**src/dtps_pkg.sv**
```systemverilog
// Shared types and constants for the slash-separated date text parser.
// Used by the front classifier, the item queue, the back accumulator and the top level.
package dtps_pkg;

    localparam int unsigned CHAR_W      = 8;
    localparam int unsigned DAY_W       = 7;
    localparam int unsigned MONTH_W     = 7;
    localparam int unsigned YEAR_W      = 14;
    localparam int unsigned DIGIT_W     = 4;
    localparam int unsigned CFG_INDEX_W = 2;
    localparam int unsigned QUEUE_DEPTH = 2;

    localparam logic [CHAR_W-1:0] SLASH_CODE = 8'h2F;
    localparam logic [CHAR_W-1:0] DIGIT_ZERO = 8'h30;
    localparam logic [CHAR_W-1:0] DIGIT_NINE = 8'h39;

    localparam logic [DAY_W-1:0]   DAY_MAX   = 7'd31;
    localparam logic [MONTH_W-1:0] MONTH_MAX = 7'd12;

    localparam logic [1:0] DAY_DIGITS_MAX   = 2'd2;
    localparam logic [1:0] MONTH_DIGITS_MAX = 2'd2;
    localparam logic [2:0] YEAR_DIGITS_MAX  = 3'd4;

    localparam logic [1:0] FIELD_DAY   = 2'd0;
    localparam logic [1:0] FIELD_MONTH = 2'd1;
    localparam logic [1:0] FIELD_YEAR  = 2'd2;
    localparam logic [1:0] FIELD_SKIP  = 2'd3;

    localparam logic [YEAR_W-1:0] YEAR_MIN_RESET = 14'd1900;
    localparam logic [YEAR_W-1:0] YEAR_MAX_RESET = 14'd2049;

    localparam logic [CFG_INDEX_W-1:0] CFG_YEAR_MIN = 2'd0;
    localparam logic [CFG_INDEX_W-1:0] CFG_YEAR_MAX = 2'd1;

    typedef logic [1:0] t_kind;
    localparam t_kind KIND_DIGIT = 2'd0;
    localparam t_kind KIND_SLASH = 2'd1;
    localparam t_kind KIND_OTHER = 2'd2;

    typedef struct packed {
        t_kind              kind;
        logic [DIGIT_W-1:0] digit;
        logic               last;
    } t_char_item;

    typedef struct packed {
        logic [DAY_W-1:0]   day_value;
        logic [MONTH_W-1:0] month_value;
        logic [YEAR_W-1:0]  year_value;
        logic               date_valid;
    } t_result;

endpackage

```
**src/dtps_front.sv**
```systemverilog
// Front stage: accepts characters, classifies them as digit, slash or other.
// Depends on dtps_pkg; feeds dtps_queue.
module dtps_front
    import dtps_pkg::*;
(
    input  logic              i_clk,
    input  logic              i_rst_n,
    input  logic              i_valid,
    output logic              o_ready,
    input  logic [CHAR_W-1:0] i_char_code,
    input  logic              i_last,
    output logic              o_item_valid,
    output t_char_item        o_item,
    input  logic              i_queue_full
);

    logic       r_valid;
    t_char_item r_item;
    t_char_item n_item;
    logic       w_push;
    logic       w_take;
    logic [CHAR_W-1:0] w_offset;

    assign w_push  = r_valid && !i_queue_full;
    assign o_ready = !r_valid || w_push;
    assign w_take  = i_valid && o_ready;

    assign w_offset = i_char_code - DIGIT_ZERO;

    always_comb begin
        n_item.last  = i_last;
        n_item.digit = w_offset[DIGIT_W-1:0];
        if (i_char_code == SLASH_CODE) begin
            n_item.kind = KIND_SLASH;
        end else if (i_char_code >= DIGIT_ZERO && i_char_code <= DIGIT_NINE) begin
            n_item.kind = KIND_DIGIT;
        end else begin
            n_item.kind = KIND_OTHER;
        end
    end

    always_ff @(posedge i_clk) begin
        if (!i_rst_n) begin
            r_valid <= 1'b0;
        end else if (w_take) begin
            r_valid <= 1'b1;
        end else if (w_push) begin
            r_valid <= 1'b0;
        end
    end

    always_ff @(posedge i_clk) begin
        if (w_take) begin
            r_item <= n_item;
        end
    end

    assign o_item_valid = r_valid;
    assign o_item       = r_item;

endmodule

```
**src/dtps_queue.sv**
```systemverilog
// Short queue of classified items between the front and back stages.
// Depends on dtps_pkg for the item type.
module dtps_queue
    import dtps_pkg::*;
#(
    parameter int unsigned DEPTH = QUEUE_DEPTH
)
(
    input  logic       i_clk,
    input  logic       i_rst_n,
    input  logic       i_push,
    input  t_char_item i_item,
    output logic       o_full,
    input  logic       i_pop,
    output logic       o_valid,
    output t_char_item o_item
);

    localparam int unsigned PTR_W = (DEPTH > 1) ? $clog2(DEPTH) : 1;
    localparam int unsigned CNT_W = $clog2(DEPTH + 1);
    localparam logic [PTR_W-1:0] PTR_LAST = PTR_W'(DEPTH - 1);
    localparam logic [CNT_W-1:0] CNT_FULL = CNT_W'(DEPTH);

    t_char_item       r_mem [DEPTH];
    logic [PTR_W-1:0] r_wr_ptr;
    logic [PTR_W-1:0] r_rd_ptr;
    logic [CNT_W-1:0] r_count;
    logic             w_push;
    logic             w_pop;

    assign o_full  = (r_count == CNT_FULL);
    assign o_valid = (r_count != '0);
    assign w_push  = i_push && !o_full;
    assign w_pop   = i_pop && o_valid;
    assign o_item  = r_mem[r_rd_ptr];

    always_ff @(posedge i_clk) begin
        if (w_push) begin
            r_mem[r_wr_ptr] <= i_item;
        end
    end

    always_ff @(posedge i_clk) begin
        if (!i_rst_n) begin
            r_wr_ptr <= '0;
            r_rd_ptr <= '0;
            r_count  <= '0;
        end else begin
            if (w_push) begin
                r_wr_ptr <= (r_wr_ptr == PTR_LAST) ? '0 : r_wr_ptr + 1'b1;
            end
            if (w_pop) begin
                r_rd_ptr <= (r_rd_ptr == PTR_LAST) ? '0 : r_rd_ptr + 1'b1;
            end
            if (w_push && !w_pop) begin
                r_count <= r_count + 1'b1;
            end else if (w_pop && !w_push) begin
                r_count <= r_count - 1'b1;
            end
        end
    end

    a_count_bound: assert property (@(posedge i_clk) disable iff (!i_rst_n)
        r_count <= CNT_FULL)
        else $error("queue count beyond depth");

    a_no_pop_empty: assert property (@(posedge i_clk) disable iff (!i_rst_n)
        i_pop |-> o_valid)
        else $error("pop from empty queue");

    a_push_count: assert property (@(posedge i_clk) disable iff (!i_rst_n)
        (w_push && !w_pop) |=> (r_count == $past(r_count) + 1'b1))
        else $error("queue count did not advance on push");

endmodule

```
**src/dtps_back.sv**
```systemverilog
// Back stage: accumulates day, month and year fields and emits one result per string.
// Depends on dtps_pkg; drains dtps_queue and owns the output register.
module dtps_back
    import dtps_pkg::*;
(
    input  logic              i_clk,
    input  logic              i_rst_n,
    input  logic              i_item_valid,
    input  t_char_item        i_item,
    output logic              o_item_pop,
    input  logic [YEAR_W-1:0] i_year_min,
    input  logic [YEAR_W-1:0] i_year_max,
    output logic              o_out_valid,
    input  logic              i_out_ready,
    output t_result           o_result
);

    logic [1:0]         r_field_index, n_field_index;
    logic [DAY_W-1:0]   r_day_acc,     n_day_acc;
    logic [MONTH_W-1:0] r_month_acc,   n_month_acc;
    logic [YEAR_W-1:0]  r_year_acc,    n_year_acc;
    logic [1:0]         r_day_digits,  n_day_digits;
    logic [1:0]         r_month_digits, n_month_digits;
    logic [2:0]         r_year_digits, n_year_digits;
    logic               r_syntax_error, n_syntax_error;
    logic               r_out_valid;
    t_result            r_result;
    t_result            w_result;
    logic               w_out_free;
    logic               w_take;

    assign w_out_free = !r_out_valid || i_out_ready;
    assign w_take     = i_item_valid && (!i_item.last || w_out_free);
    assign o_item_pop = w_take;

    always_comb begin
        n_field_index  = r_field_index;
        n_day_acc      = r_day_acc;
        n_month_acc    = r_month_acc;
        n_year_acc     = r_year_acc;
        n_day_digits   = r_day_digits;
        n_month_digits = r_month_digits;
        n_year_digits  = r_year_digits;
        n_syntax_error = r_syntax_error;
        if (!r_syntax_error) begin
            unique case (i_item.kind)
                KIND_SLASH: begin
                    if (r_field_index == FIELD_SKIP) begin
                        n_syntax_error = 1'b1;
                    end else begin
                        n_field_index = r_field_index + 1'b1;
                    end
                end
                KIND_DIGIT: begin
                    unique case (r_field_index)
                        FIELD_DAY: begin
                            if (r_day_digits >= DAY_DIGITS_MAX) begin
                                n_syntax_error = 1'b1;
                            end else begin
                                n_day_acc = DAY_W'(r_day_acc * DAY_W'(10)
                                                   + DAY_W'(i_item.digit));
                                n_day_digits = r_day_digits + 1'b1;
                            end
                        end
                        FIELD_MONTH: begin
                            if (r_month_digits >= MONTH_DIGITS_MAX) begin
                                n_syntax_error = 1'b1;
                            end else begin
                                n_month_acc = MONTH_W'(r_month_acc * MONTH_W'(10)
                                                       + MONTH_W'(i_item.digit));
                                n_month_digits = r_month_digits + 1'b1;
                            end
                        end
                        FIELD_YEAR: begin
                            if (r_year_digits >= YEAR_DIGITS_MAX) begin
                                n_syntax_error = 1'b1;
                            end else begin
                                n_year_acc = YEAR_W'(r_year_acc * YEAR_W'(10)
                                                     + YEAR_W'(i_item.digit));
                                n_year_digits = r_year_digits + 1'b1;
                            end
                        end
                        default: begin
                            // past the third slash: drop digits
                        end
                    endcase
                end
                default: begin
                    n_syntax_error = 1'b1;
                end
            endcase
        end
    end

    always_comb begin
        w_result.day_value   = n_day_acc;
        w_result.month_value = n_month_acc;
        w_result.year_value  = n_year_acc;
        w_result.date_valid  = !n_syntax_error
                               && (n_day_acc != '0) && (n_day_acc <= DAY_MAX)
                               && (n_month_acc != '0) && (n_month_acc <= MONTH_MAX)
                               && (n_year_acc >= i_year_min)
                               && (n_year_acc <= i_year_max);
    end

    always_ff @(posedge i_clk) begin
        if (!i_rst_n) begin
            r_field_index  <= '0;
            r_day_acc      <= '0;
            r_month_acc    <= '0;
            r_year_acc     <= '0;
            r_day_digits   <= '0;
            r_month_digits <= '0;
            r_year_digits  <= '0;
            r_syntax_error <= 1'b0;
            r_out_valid    <= 1'b0;
        end else begin
            if (w_take && i_item.last) begin
                // string done: clear the parse for the next one
                r_field_index  <= '0;
                r_day_acc      <= '0;
                r_month_acc    <= '0;
                r_year_acc     <= '0;
                r_day_digits   <= '0;
                r_month_digits <= '0;
                r_year_digits  <= '0;
                r_syntax_error <= 1'b0;
                r_out_valid    <= 1'b1;
            end else begin
                if (w_take) begin
                    r_field_index  <= n_field_index;
                    r_day_acc      <= n_day_acc;
                    r_month_acc    <= n_month_acc;
                    r_year_acc     <= n_year_acc;
                    r_day_digits   <= n_day_digits;
                    r_month_digits <= n_month_digits;
                    r_year_digits  <= n_year_digits;
                    r_syntax_error <= n_syntax_error;
                end
                if (i_out_ready) begin
                    r_out_valid <= 1'b0;
                end
            end
        end
    end

    always_ff @(posedge i_clk) begin
        if (w_take && i_item.last) begin
            r_result <= w_result;
        end
    end

    assign o_out_valid = r_out_valid;
    assign o_result    = r_result;

    a_clear_after_last: assert property (@(posedge i_clk) disable iff (!i_rst_n)
        (w_take && i_item.last) |=> (r_field_index == '0 && !r_syntax_error
                                     && r_year_digits == '0))
        else $error("parse state not cleared after last item");

    a_year_digits: assert property (@(posedge i_clk) disable iff (!i_rst_n)
        r_year_digits <= YEAR_DIGITS_MAX)
        else $error("year digit count out of range");

    a_day_digits: assert property (@(posedge i_clk) disable iff (!i_rst_n)
        (r_day_digits <= DAY_DIGITS_MAX) && (r_month_digits <= MONTH_DIGITS_MAX))
        else $error("day or month digit count out of range");

    a_no_overwrite: assert property (@(posedge i_clk) disable iff (!i_rst_n)
        (r_out_valid && !i_out_ready) |=> (r_out_valid && $stable(r_result)))
        else $error("pending result lost");

endmodule

```
**src/date_text_parse_slash_top.sv**
```systemverilog
// Day/month/year date text parser, one character per item, one result per string.
// A result passes the front register, the queue and the back stage's output register.
// Throughput: one character per cycle while no result waits; the back stage takes one
// queued item per cycle. While a result waits, it holds at the next last character; the
// queue and front register take two more items behind it before s_axis_tready drops.
// Reset (i_rst_n low, synchronous) clears the parse state, queue and output valid, and
// loads year bounds 1900..2049.
module date_text_parse_slash_top
    import dtps_pkg::*;
#(
    parameter int unsigned QUEUE_DEPTH_P = QUEUE_DEPTH
)
(
    input  logic                   i_clk,
    input  logic                   i_rst_n,
    input  logic                   s_axis_tvalid,
    output logic                   s_axis_tready,
    input  logic [7:0]             s_axis_tdata,   // [7:0] char_code
    input  logic                   s_axis_tlast,
    output logic                   m_axis_tvalid,
    input  logic                   m_axis_tready,
    output logic [31:0]            m_axis_tdata,   // [6:0] day_value, [13:7] month_value,
                                                   // [27:14] year_value, [31:28] zero
    output logic                   m_axis_tuser,   // [0] date_valid
    input  logic                   i_cfg_valid,
    output logic                   o_cfg_ready,
    input  logic [CFG_INDEX_W-1:0] i_cfg_index,
    input  logic [YEAR_W-1:0]      i_cfg_data
);

    logic [YEAR_W-1:0] r_year_min_val;
    logic [YEAR_W-1:0] r_year_max_val;
    logic              w_front_valid;
    t_char_item        w_front_item;
    logic              w_queue_full;
    logic              w_queue_valid;
    t_char_item        w_queue_item;
    logic              w_pop;
    t_result           w_result;

    assign o_cfg_ready = 1'b1;

    always_ff @(posedge i_clk) begin
        if (!i_rst_n) begin
            r_year_min_val <= YEAR_MIN_RESET;
            r_year_max_val <= YEAR_MAX_RESET;
        end else if (i_cfg_valid) begin
            unique case (i_cfg_index)
                CFG_YEAR_MIN: begin
                    r_year_min_val <= i_cfg_data;
                end
                CFG_YEAR_MAX: begin
                    r_year_max_val <= i_cfg_data;
                end
                default: begin
                    // unknown index: drop the write
                end
            endcase
        end
    end

    dtps_front u_front (
        .i_clk        (i_clk),
        .i_rst_n      (i_rst_n),
        .i_valid      (s_axis_tvalid),
        .o_ready      (s_axis_tready),
        .i_char_code  (s_axis_tdata),
        .i_last       (s_axis_tlast),
        .o_item_valid (w_front_valid),
        .o_item       (w_front_item),
        .i_queue_full (w_queue_full)
    );

    dtps_queue #(
        .DEPTH (QUEUE_DEPTH_P)
    ) u_queue (
        .i_clk   (i_clk),
        .i_rst_n (i_rst_n),
        .i_push  (w_front_valid),
        .i_item  (w_front_item),
        .o_full  (w_queue_full),
        .i_pop   (w_pop),
        .o_valid (w_queue_valid),
        .o_item  (w_queue_item)
    );

    dtps_back u_back (
        .i_clk        (i_clk),
        .i_rst_n      (i_rst_n),
        .i_item_valid (w_queue_valid),
        .i_item       (w_queue_item),
        .o_item_pop   (w_pop),
        .i_year_min   (r_year_min_val),
        .i_year_max   (r_year_max_val),
        .o_out_valid  (m_axis_tvalid),
        .i_out_ready  (m_axis_tready),
        .o_result     (w_result)
    );

    assign m_axis_tdata = {4'b0000, w_result.year_value, w_result.month_value,
                           w_result.day_value};
    assign m_axis_tuser = w_result.date_valid;

endmodule
```
**config.mk**
```make
export PLATFORM = sky130hd
export DESIGN_NAME = date_text_parse_slash_top
export DESIGN_NICKNAME = d
export VERILOG_FILES = /design/src/dtps_pkg.sv /design/src/dtps_front.sv /design/src/dtps_queue.sv /design/src/dtps_back.sv /design/src/date_text_parse_slash_top.sv
export SDC_FILE = /design/constraint.sdc
export NUM_CORES = 1
export LEC_CHECK = 0
export ABC_AREA = 0
export BUFFER_PORTS_ARGS = -buffer_cell sky130_fd_sc_hd__buf_2
export CAP_MARGIN = 30
export CORE_ASPECT_RATIO = 2
export CORE_UTILIZATION = 40
export DETAILED_ROUTE_END_ITERATION = 12
export PLACE_DENSITY = 0.65
export SYNTH_ARGS = -nofsm -noshare
export SYNTH_HDL_FRONTEND = slang
export SYNTH_HIERARCHICAL = 1
export SYNTH_SLANG_ARGS = --single-unit
```
**constraint.sdc**
```tcl
create_clock -name i_clk -period 12.6 [get_ports i_clk]
set_clock_uncertainty 0.15 [all_clocks]
set_input_delay 0 -clock i_clk [delete_from_list [all_inputs] [get_ports i_clk]]
set_output_delay 0 -clock i_clk [all_outputs]
set_load 0.01 [all_outputs]
```
# == Yosys cells after proc, flatten, opt, wreduce, memory -nomap -nowiden ==
# Memory sizes are Yosys's and may differ from the RTL's. A register that Yosys moved wholly into a read port is not among the register bits.
# Index checks and enable logic that the tools add are counted.
# word_totals
register_bits,108
ramBits,14
input_bits,30
output_inout_bits,36
elab_cells,132
memories,1
# op_classes
addsub,12
multipliers,3
n_lt_le_gt_ge,9
n_eq_ne,7
muxes,32
n_bitwise,6
n_reduce_logical,40
# memory_table
name,depth,word_bits,read_ports,rd_ports_with_merged_regs,write_ports,line_no,text
u_queue.r_mem,2,7,1,1,1,dtps_queue.sv:24,t_char_item r_mem [DEPTH];
# op_table
cell,count
14-bit two-way mux,4
7-bit two-way mux,8
1-bit two-way mux,15
5-bit AND reduction,3
14-bit by 4-bit adder with 14-bit output,1
7-bit by 4-bit adder with 7-bit output,2
14-bit >= comparator,1
14-bit <= comparator,1
1-bit logical AND,14
"14-bit by 3-bit multiplier with 13-bit output, second input constant",1
"7-bit by 3-bit multiplier with 6-bit output, second input constant",2
7-bit nonzero test,2
"2-bit by 1-bit adder with 2-bit output, second input constant",4
"8-bit by 6-bit equality test with 1-bit output, second input constant",1
"8-bit by 6-bit >= comparator with 1-bit output, second input constant",1
"8-bit by 6-bit <= comparator with 1-bit output, second input constant",1
2-bit nonzero test,4
"7-bit by 4-bit <= comparator with 1-bit output, second input constant",1
"7-bit by 5-bit <= comparator with 1-bit output, second input constant",1
1-bit logical NOT,7
"2-bit by 1-bit equality test with 1-bit output, second input constant",3
"2-bit equality test, second input constant",3
2-bit logical NOT,3
2-bit two-way mux,3
other kinds (13),23

# == Logic depth before layout (Yosys ltp) ==
# Gate-level depths: netlist (run 1).
# depth
ltp_word,13
ltp_mapped,17
ltp_nobuf,17

# == Cells and area by module ==
# Netlist (run 1), hierarchy kept.
# by_module_without_submodules
module,instances,cells_each,area_per_inst_um2,seq_area_each_um2
dtps_back,1,495,4763.3,1651.6
date_text_parse_slash_top,1,127,1213.7,560.5
dtps_queue,1,47,740.7,520.5
dtps_front,1,20,291.5,230.2

# == Least setup slack after synthesis (run 1) ==
# Ideal clock, no wire load.
# synth_path
path_type,reg2reg
startpoint,reg u_back.r_year_acc[1]
endpoint,"reg u_back.r_result, in the netlist u_back/o_result[0], data pin"
setup_ns,0.134
arrival_time_ns,4.045
required_ns,12.316
slack_ns,8.271
stages_incl_launch_ff,17
path_buffers,0
synth_period_minus_slack_ns,4.329
cell_sequence,dfxtp_1 -> ha_1 -> ha_1 -> inv_1 -> fa_1 -> nand2b_1 -> a21oi_1 -> xor2_1 -> nand4_1 -> or3_4 -> or4_1 -> nand3_1 -> ha_1 -> a211oi_1 -> o2111ai_1 -> a2111oi_0 -> and4_1
# synth_lines
item,line_no,text
"start, declared",dtps_back.sv:21,"logic [YEAR_W-1:0] r_year_acc, n_year_acc;"
"start signal, assigned",dtps_back.sv:134,r_year_acc <= n_year_acc;
"end signal, assigned",dtps_back.sv:149,r_result <= w_result;
"end, declared",dtps_back.sv:27,t_result r_result;

==> metrics.cfg, run 1 <==
[synthesis]
syn-cell-area_sq_mm=0.00701
synth-edff-count=50
synth-async-reset-ratio=0
syn_area_per_cell_sq_um=10.2
yosysSeqAreaShare=0.423
synthDistinctLibCells=63
yosysWarningCount=6
synth_ff_type=dfxtp_1
synth_cells=689
ys_ff_latch=123

[grt]
grt_usage=0.195
grt_pass1_vias=5294
grt_pass1_wl_mm=26.1
grt_overflow=0
grt_max_degree=52
antenna_found_initial=0

[placed_design]
place_ws_ns=7.88
gp_congestion=0.892
portBuffers=60
placed_area_sq_mm=0.00747
dp_hpwl_mm=12.2

[route]
drc=0
via_per_inst=5.16
vias=5179
finalWirelength_mm=16.2
wire_per_inst_microns=16.2
drtIter0Drc=211
antenna_left=0
firstDrtPassIters=5

[sta]
max_slew_margin=0.420
post-route-min-period_ns=4.78
worst_slack_ns=7.82
hold_viol=0
min_period_over_period=0.379
rsz0062_at_grt=no
tightest_slew_ns=0.869
tns_ns=0
setup_viol=0
drv_slew=0
max_freq_mhz=209

[cells_and_area]
nets=890
diodes=0
area_delta_synth_final_pct=19.6
fin_area_sq_mm=0.00838
drive_gt1_frac=0.156
finish.utilization=0.488
fillers=1609

[clock_tree]
clock-root-buffer=clkbuf_16
clk_latency_ns=0.41
numClockSinks=123
cts_tree=yes
clockBufferDepth=2
cts_max_level=4
cts_resized=0
cts_buffers=17
clk_pin_slew_ns=0.06

[die]
rows=68
core_sq_mm=0.0172
die_area_sq_mm=0.0181
die_w_microns=95.6
floorplan.initialDensity=0.408
io_pins=66
die_height_microns=189

[power]
fin_total_pwr_mw=1.19
p_per_area_mw_per_mm2=143
p_leak_nw=3.72
peakVddDrop_uv=92.5

[worst_setup_path]
worst_r2r_path_depth=16
end_kind=flop
cp.required_ns=12.74
worstSetupPathType=reg2reg
cp_max_fo=6
cp-start-kind=flop
critical_path_arrival_ns=4.91

[worst_hold_path]
hp-class=in2reg
min_path_cells=2

[run]
max-cap-violations=0

[outcome]
status=completed

==> sequential cells by signal, indices dropped and copies added (netlist names), named ones only <==
name                   flops
u_back/r_year_acc         14
u_queue/r_rd_ptr           1
u_front/o_item_valid       1
u_back/r_year_digits       3
r_year_max_val            14
u_back/r_field_index       2
u_back/r_day_digits        2
u_back/r_syntax_error      1
u_back/o_out_valid         1
u_back/r_month_acc         7
u_back/r_month_digits      2
u_queue/r_wr_ptr           1
u_back/o_result           29
u_front/o_item             7
u_queue/r_mem             14
u_queue/r_count            2
u_back/r_day_acc           7
r_year_min_val            14
==> cells by family (layout without fill, tap and decap cells) <==
logic type,Yosys count,after routing,synth area share
other,2,5,0.00107
multiplexers,57,57,0.0851
flip-flops,123,123,0.423
AO/OA/AOI/OAI,110,110,0.102
XOR/XNOR,38,38,0.0475
AND/OR/NAND/NOR,192,192,0.141
buffers and inverters,88,190,0.0537
adder cells (fa/ha/maj),79,79,0.147
==> worst max-delay path, stage by stage, from the launching register on <==
cell and delay, ns:
dfxtp_1 0.36, ha_1 0.31, ha_1 0.17, inv_1 0.06, fa_1 0.39, nand2b_1 0.17
a21oi_1 0.16, xor2_1 0.34, nand4_1 0.18, or3_4 0.40, or4_1 0.51, nand3_1 0.14
ha_1 0.28, a211oi_1 0.27, o2111ai_1 0.15, a2111oi_0 0.41, and4_1 0.23
==> cells in the final DEF (no fill, tap or decap), drive strengths merged, types with 3 or more instances in the layout <==
cell type    netlist  final
mux2i             36     36
nor2              51     51
nor3               6      6
nand2b             3      3
and3               3      3
inv               61     62
xnor2             30     30
edfxtp            50     50
nand3             10     10
mux2              21     21
a21oi             34     34
clkinv             0      7
buf               14     64
nor3b              4      4
o211ai            10     10
xor2               8      8
dlygate4sd3        0     33
a21o              13     13
conb               2      5
nand2             69     69
clkbuf            13     21
dfxtp             73     73
o21ai             22     22
fa                 6      6
and4               3      3
nor2b             11     11
o31ai              5      5
nand4              6      6
a21boi             3      3
nand4bb            7      7
o21a               3      3
and2               5      5
a211oi             7      7
ha                73     73
or3                4      4
==> worst paths after layout <==
path / from / end / slack, ns
max: u_back/r_year_acc[1] / u_back/o_result[0] / 7.82
min: i_rst_n / r_year_min_val[8] / 0.05
max reg2reg: u_back/r_year_acc[1] / u_back/o_result[0] / 7.82
min reg2reg: u_front/o_item[1] / u_queue/r_mem[1][1] / 0.30
==> what timing repair did <==
| item | in CTS | in global routing |
|---|---|---|
| hold buffers | 33 | 0 |
| setup buffers | 0 | 0 |
| hold endpoints to repair | 44 | 0 |
==> layer usage <==
layer / up-vias / global-route usage / share of wire
met5: - / 0 / 0
met4: 0 / 0.113 / 0.040
met3: 35 / 0.0382 / 0.028
met2: 97 / 0.371 / 0.58
met1: 2459 / 0.183 / 0.35
li1: 2588 / - / -
==> where the power goes <==
part | switching (mW) | internal [mW]
combinational | 0.134 | 0.0860
sequential | 0.0226 | 0.468
clock | 0.177 | 0.307
==> stage by stage <==
step / instances / hold WS [ns]
after floorplan: 692 / -0.0511
after global placement: 939 / 0.0466
after detailed placement: 939 / 0.0482
after CTS: 1004 / 0.0424
after global routing: 1004 / 0.0853
final: 1004 / 0.0509
==> synthesized netlist by cell type (all sizes together) (14+ instances only) <==
cell type  count  share of area
mux2i         36          0.051
dfxtp         73           0.21
nand2         69          0.037
edfxtp        50           0.21
o21ai         22          0.016
inv           61          0.033
mux2          21          0.034
a21oi         34          0.025
ha            73           0.13
buf           14          0.014
xnor2         30          0.037
nor2          51          0.027
==> layout make-up <==
cell class,count,area (sq um),area share
clock buffer,21,472,0.0563
clock inverter,11,116,0.0139
inverter,61,229,0.0273
multi-input combinational,481,3680,0.439
sequential,123,2960,0.353
tap,210,263,0.0313
timing repair buffer,97,661,0.0788
No activity file was read; power rests on OpenSTA's default activity.
==> run 2, diff against run 1 <==
--- a/config.mk
+++ b/config.mk
@@ -5,13 +5,13 @@
 export SDC_FILE = /design/constraint.sdc
 export NUM_CORES = 1
 export LEC_CHECK = 0
-export ABC_AREA = 0
+export ABC_AREA = 1
 export BUFFER_PORTS_ARGS = -buffer_cell sky130_fd_sc_hd__buf_2
 export CAP_MARGIN = 30
 export CORE_ASPECT_RATIO = 2
 export CORE_UTILIZATION = 40
 export DETAILED_ROUTE_END_ITERATION = 12
-export PLACE_DENSITY = 0.65
+export PLACE_DENSITY = 0.67
 export SYNTH_ARGS = -nofsm -noshare
 export SYNTH_HDL_FRONTEND = slang
 export SYNTH_HIERARCHICAL = 1
==> constraint.sdc (replaced) <==
create_clock -name i_clk -period 4.2 [get_ports i_clk]
set_clock_uncertainty 0.15 [all_clocks]
set_input_delay 0 -clock i_clk [delete_from_list [all_inputs] [get_ports i_clk]]
set_output_delay 0 -clock i_clk [all_outputs]
set_load 0.01 [all_outputs]
==> run 2 against run 1 <==
Largest cell class unchanged. Largest power group unchanged. Worst setup slack got worse by 7.5 ns. Clock power increased to 3.1 times the previous value. Wire length increased by 6.4%. Critical endpoint unchanged. Utilization increased by 1.0 points. Register-to-register slack got worse by 7.5 ns. Fmax increased by 22%. The flow now finishes with violations (design-rule violations). Global-route usage decreased by 0.46 points. Flip-flop and latch count unchanged.
==> metrics.cfg, run 2 <==
[worst_hold_path]
worstHoldStart=i_cfg_index[0]
hp-class=in2reg

[route]
drc=4  ; +4
finalWirelength_mm=17.3  ; +6.4%
met1_length_mm=6.14  ; +8.6%
antenna_left=0  ; unchanged
firstDrtPassIters=8  ; +3
via_per_inst=4.91  ; -4.9%
met2_wirelength_mm=9.56  ; +0.85%
drtIter0Drc=242  ; +15%
dr_wl_met3_microns=520  ; +15%
vias=6166  ; +19%
highest_layer=met4
wire_per_inst_microns=13.8  ; -15%

[synthesis]
synth_area_leaders=edfxtp_1, dfxtp_1, ha_1, nand2_1, inv_1
synth_compound_area_frac=0.0935  ; -0.00806
yosysWarningCount=6  ; unchanged
synth_cells=922  ; +34%
syn-cell-area_sq_mm=0.00733  ; +4.6%
synth-adder-area-share=0.141  ; -0.00649
synth_top_family_by_area=simple AND/OR/NAND/NOR gates
yosysSeqAreaShare=0.404  ; -0.0186
muxShareOfSynthArea=0.0108  ; -0.0744
synth_top_area_frac=0.205  ; -0.00943
syn_area_per_cell_sq_um=7.95  ; -22%
synthXorXnorAreaFrac=0.0249  ; -0.0226
synthDistinctLibCells=43  ; -32%
synth_ff_type=dfxtp_1
yosys.area_share.simple=0.229  ; +0.0878
synth.top_cells.by_count=nand2_1, inv_1, nor2_1
synth-edff-count=50  ; unchanged
synth.most_common_cell=nand2_1
ys_ff_latch=123  ; unchanged
synth-async-reset-ratio=0  ; unchanged
post-synth-top-area-cell=edfxtp_1

[worst_setup_path]
r2r_slack_ns=0.29  ; -7.54 ns
cp.required_ns=4.23  ; -8.51 ns
cp_cell_sequence=ha_1 > ha_1 > inv_1 > fa_2 > inv_1 > nand3_1 > nor2_1 > nand3_2 > nor2_2 > nand2_1 > xor2_1 > o21ai_2 > ha_1 > a21oi_1 > o21ai_0 > a21oi_1 > nand3_1 > nand4_1 > nor2_1
worstSetupPathType=reg2reg
r2r-end=u_back/o_result[0]
path_buf_inv=2  ; +1
critical_path.startpoint=u_back/r_year_acc[1]
path_common_cell=ha_1
worst_r2r_path_depth=19  ; +3
cp_slowest_cell=fa_2
cp-endpoint=u_back/o_result[0]
cp-start-kind=flop
critPathTopFamily=adder cells
cp.depth=19  ; +3
slowest_delay_ns=0.45  ; -0.06 ns
end_kind=flop
cp_max_fo=5  ; -1
r2r-start=u_back/r_year_acc[1]
critical_path_arrival_ns=3.95  ; -0.96 ns

[clock_tree]
cts_tree=yes
clock-root-buffer=clkbuf_16
clk_pin_slew_ns=0.06  ; about the same
clk_latency_ns=0.43  ; +0.02 ns
clockBufferDepth=2  ; unchanged
cts_max_level=4  ; unchanged
numClockSinks=123  ; unchanged
cts_buffers=17  ; unchanged

[die]
die_height_microns=193  ; +2.3%
die_w_microns=97.7  ; +2.2%
rows=69  ; +1.5%
floorplan.initialDensity=0.410  ; +0.00244
io_pins=66  ; unchanged
die_area_sq_mm=0.0189  ; +4.5%
core_sq_mm=0.0179  ; +4.0%

[sta]
post-route-min-period_ns=3.91  ; -0.863 ns
setup_viol=0  ; unchanged
tightest_slew_ns=0.775  ; -0.0945 ns
rsz0062_at_grt=no
max_freq_mhz=255  ; +22%
max_slew_margin=0.483  ; +0.0624
min_period_over_period=0.932  ; +0.553
hold_ws_ns=0.107  ; +0.0565 ns
drv_slew=0  ; unchanged
hold_viol=0  ; unchanged
tns_ns=0  ; unchanged

[power]
p_sw_mw=1.22  ; +270%
p_per_area_mw_per_mm2=442  ; +210%
seqPwrFrac=0.388  ; -0.023
peakVddDrop_uv=337  ; +260%
clkPwrFrac=0.385  ; -0.020
p_int_mw=2.70  ; +210%
combPwrFrac=0.227  ; +0.043
switching_share=0.312  ; +0.0323
p_leak_nw=4.31  ; +16%

[outcome]
violations=design-rule violations
status=finished with violations

[grt]
antenna_found_initial=0  ; unchanged
grt_max_degree=36  ; -31%
grt_pass1_wl_mm=27.7  ; +6.4%
grt_overflow=0  ; unchanged
grt_pass1_vias=6049  ; +14%
grt_usage=0.190  ; -0.00460

[cells_and_area]
largest_reg_flops=29  ; unchanged
drive_gt1_frac=0.141  ; -0.0154
final_common_cell=nand2_1
area_delta_synth_final_pct=21.3
diodes=0  ; unchanged
nets=1140  ; +28%
final_cell_mix=nand2_1, inv_1, nor2_1, dfxtp_1, ha_1

[placed_design]
portBuffers=60  ; unchanged
dp_hpwl_mm=13.2  ; +7.7%
gp_congestion=0.914  ; +2.5%

[run]
max-cap-violations=0  ; unchanged

run 2: cell types whose count changed after synthesis, moves of 11 or more:
| cell | delta |
|---|---|
| inv_1 | +83 |
| nand3_1 | +46 |
| mux2_2 | -14 |
| nor2b_1 | -11 |
| a21oi_1 | +22 |
| nor2_1 | +47 |
| o21ai_0 | +24 |
| xnor2_1 | -21 |
| a21o_1 | -12 |
| mux2i_1 | -36 |
| nand2_1 | +122 |
run 2: worst reg2reg max path: stages (launching register included):
cell,delay (ns)
dfxtp_1,0.42
ha_1,0.27
ha_1,0.24
inv_1,0.08
fa_2,0.45
inv_1,0.11
nand3_1,0.08
nor2_1,0.25
nand3_2,0.17
nor2_2,0.13
nand2_1,0.07
xor2_1,0.16
o21ai_2,0.19
ha_1,0.28
a21oi_1,0.12
o21ai_0,0.08
a21oi_1,0.12
nand3_1,0.13
nand4_1,0.12
nor2_1,0.05
run 2: power by group through the flow:
stage | clock, mW | sequential (mW) | combinational (mW)
after global routing | 1.59 | 1.54 | 1.00
after global placement | 0 | 1.55 | 0.855
after floorplan | 0 | 1.57 | 0.534
after CTS | 1.54 | 1.53 | 0.900
final | 1.51 | 1.52 | 0.891
after detailed placement | 0 | 1.55 | 0.863
run 2: repair_timing:
item                                    CTS  global route
endpoints found under the setup margin    0             1
hold endpoints to repair                 50             0
gates resized for setup                   0             2
buffers inserted                          0             0
hold buffers                             45             0
run 2: kinds of logic (layout without fill, tap and decap cells):
logic type                 count (synthesis)  in the layout
other                                      2              5
xor gates and xnor gates                  20             20
DFF                                      123            123
adders and majority gates                 79             79
buffers and inverters                    175            294
AOI/OAI and AO/OA                        125            125
muxes                                      7              7
and+or+nand+nor                          391            391
run 2: stage by stage:
stage          power [mW]  std cells  worst slack, ns  instance area, sq um   util
5_1_grt              4.13       1257           0.0192                  8900  0.498
3_3_place_gp         2.40       1180            0.322                  7830  0.438
6_report             3.93       1257            0.286                  8900  0.498
3_5_place_dp         2.41       1180            0.288                  7830  0.438
2_1_floorplan        2.10        925            0.729                  7340      -
4_1_cts              3.96       1257            0.249                  8890  0.497
run 2: routing by layer:
layer,up-vias,global-route usage
met2,138,0.375
met5,-,0
met3,61,0.0361
met4,0,0.134
met1,2775,0.166
li1,3192,-
run 2: final cells by class:
type | instances | area [sq um]
clock inverter | 15 | 189
clock buffer | 17 | 425
multi-input combinational | 627 | 3680
timing repair buffer | 113 | 811
tap | 213 | 267
inverter | 149 | 559
sequential | 123 | 2960
fill | 1651 | 8970
run 2: how the worst min path moves through the flow:
stage / endpoint / slack [ns] / cells past startpoint
after global routing: u_front/o_item[1] / 0.17 / 2
final: r_year_max_val[0] / 0.11 / 4
after global placement: u_front/o_item[1] / 0.04 / 1
after detailed placement: u_front/o_item[1] / 0.04 / 1
after floorplan: u_front/o_item[0] / -0.05 / 0
after CTS: r_year_max_val[0] / 0.10 / 4
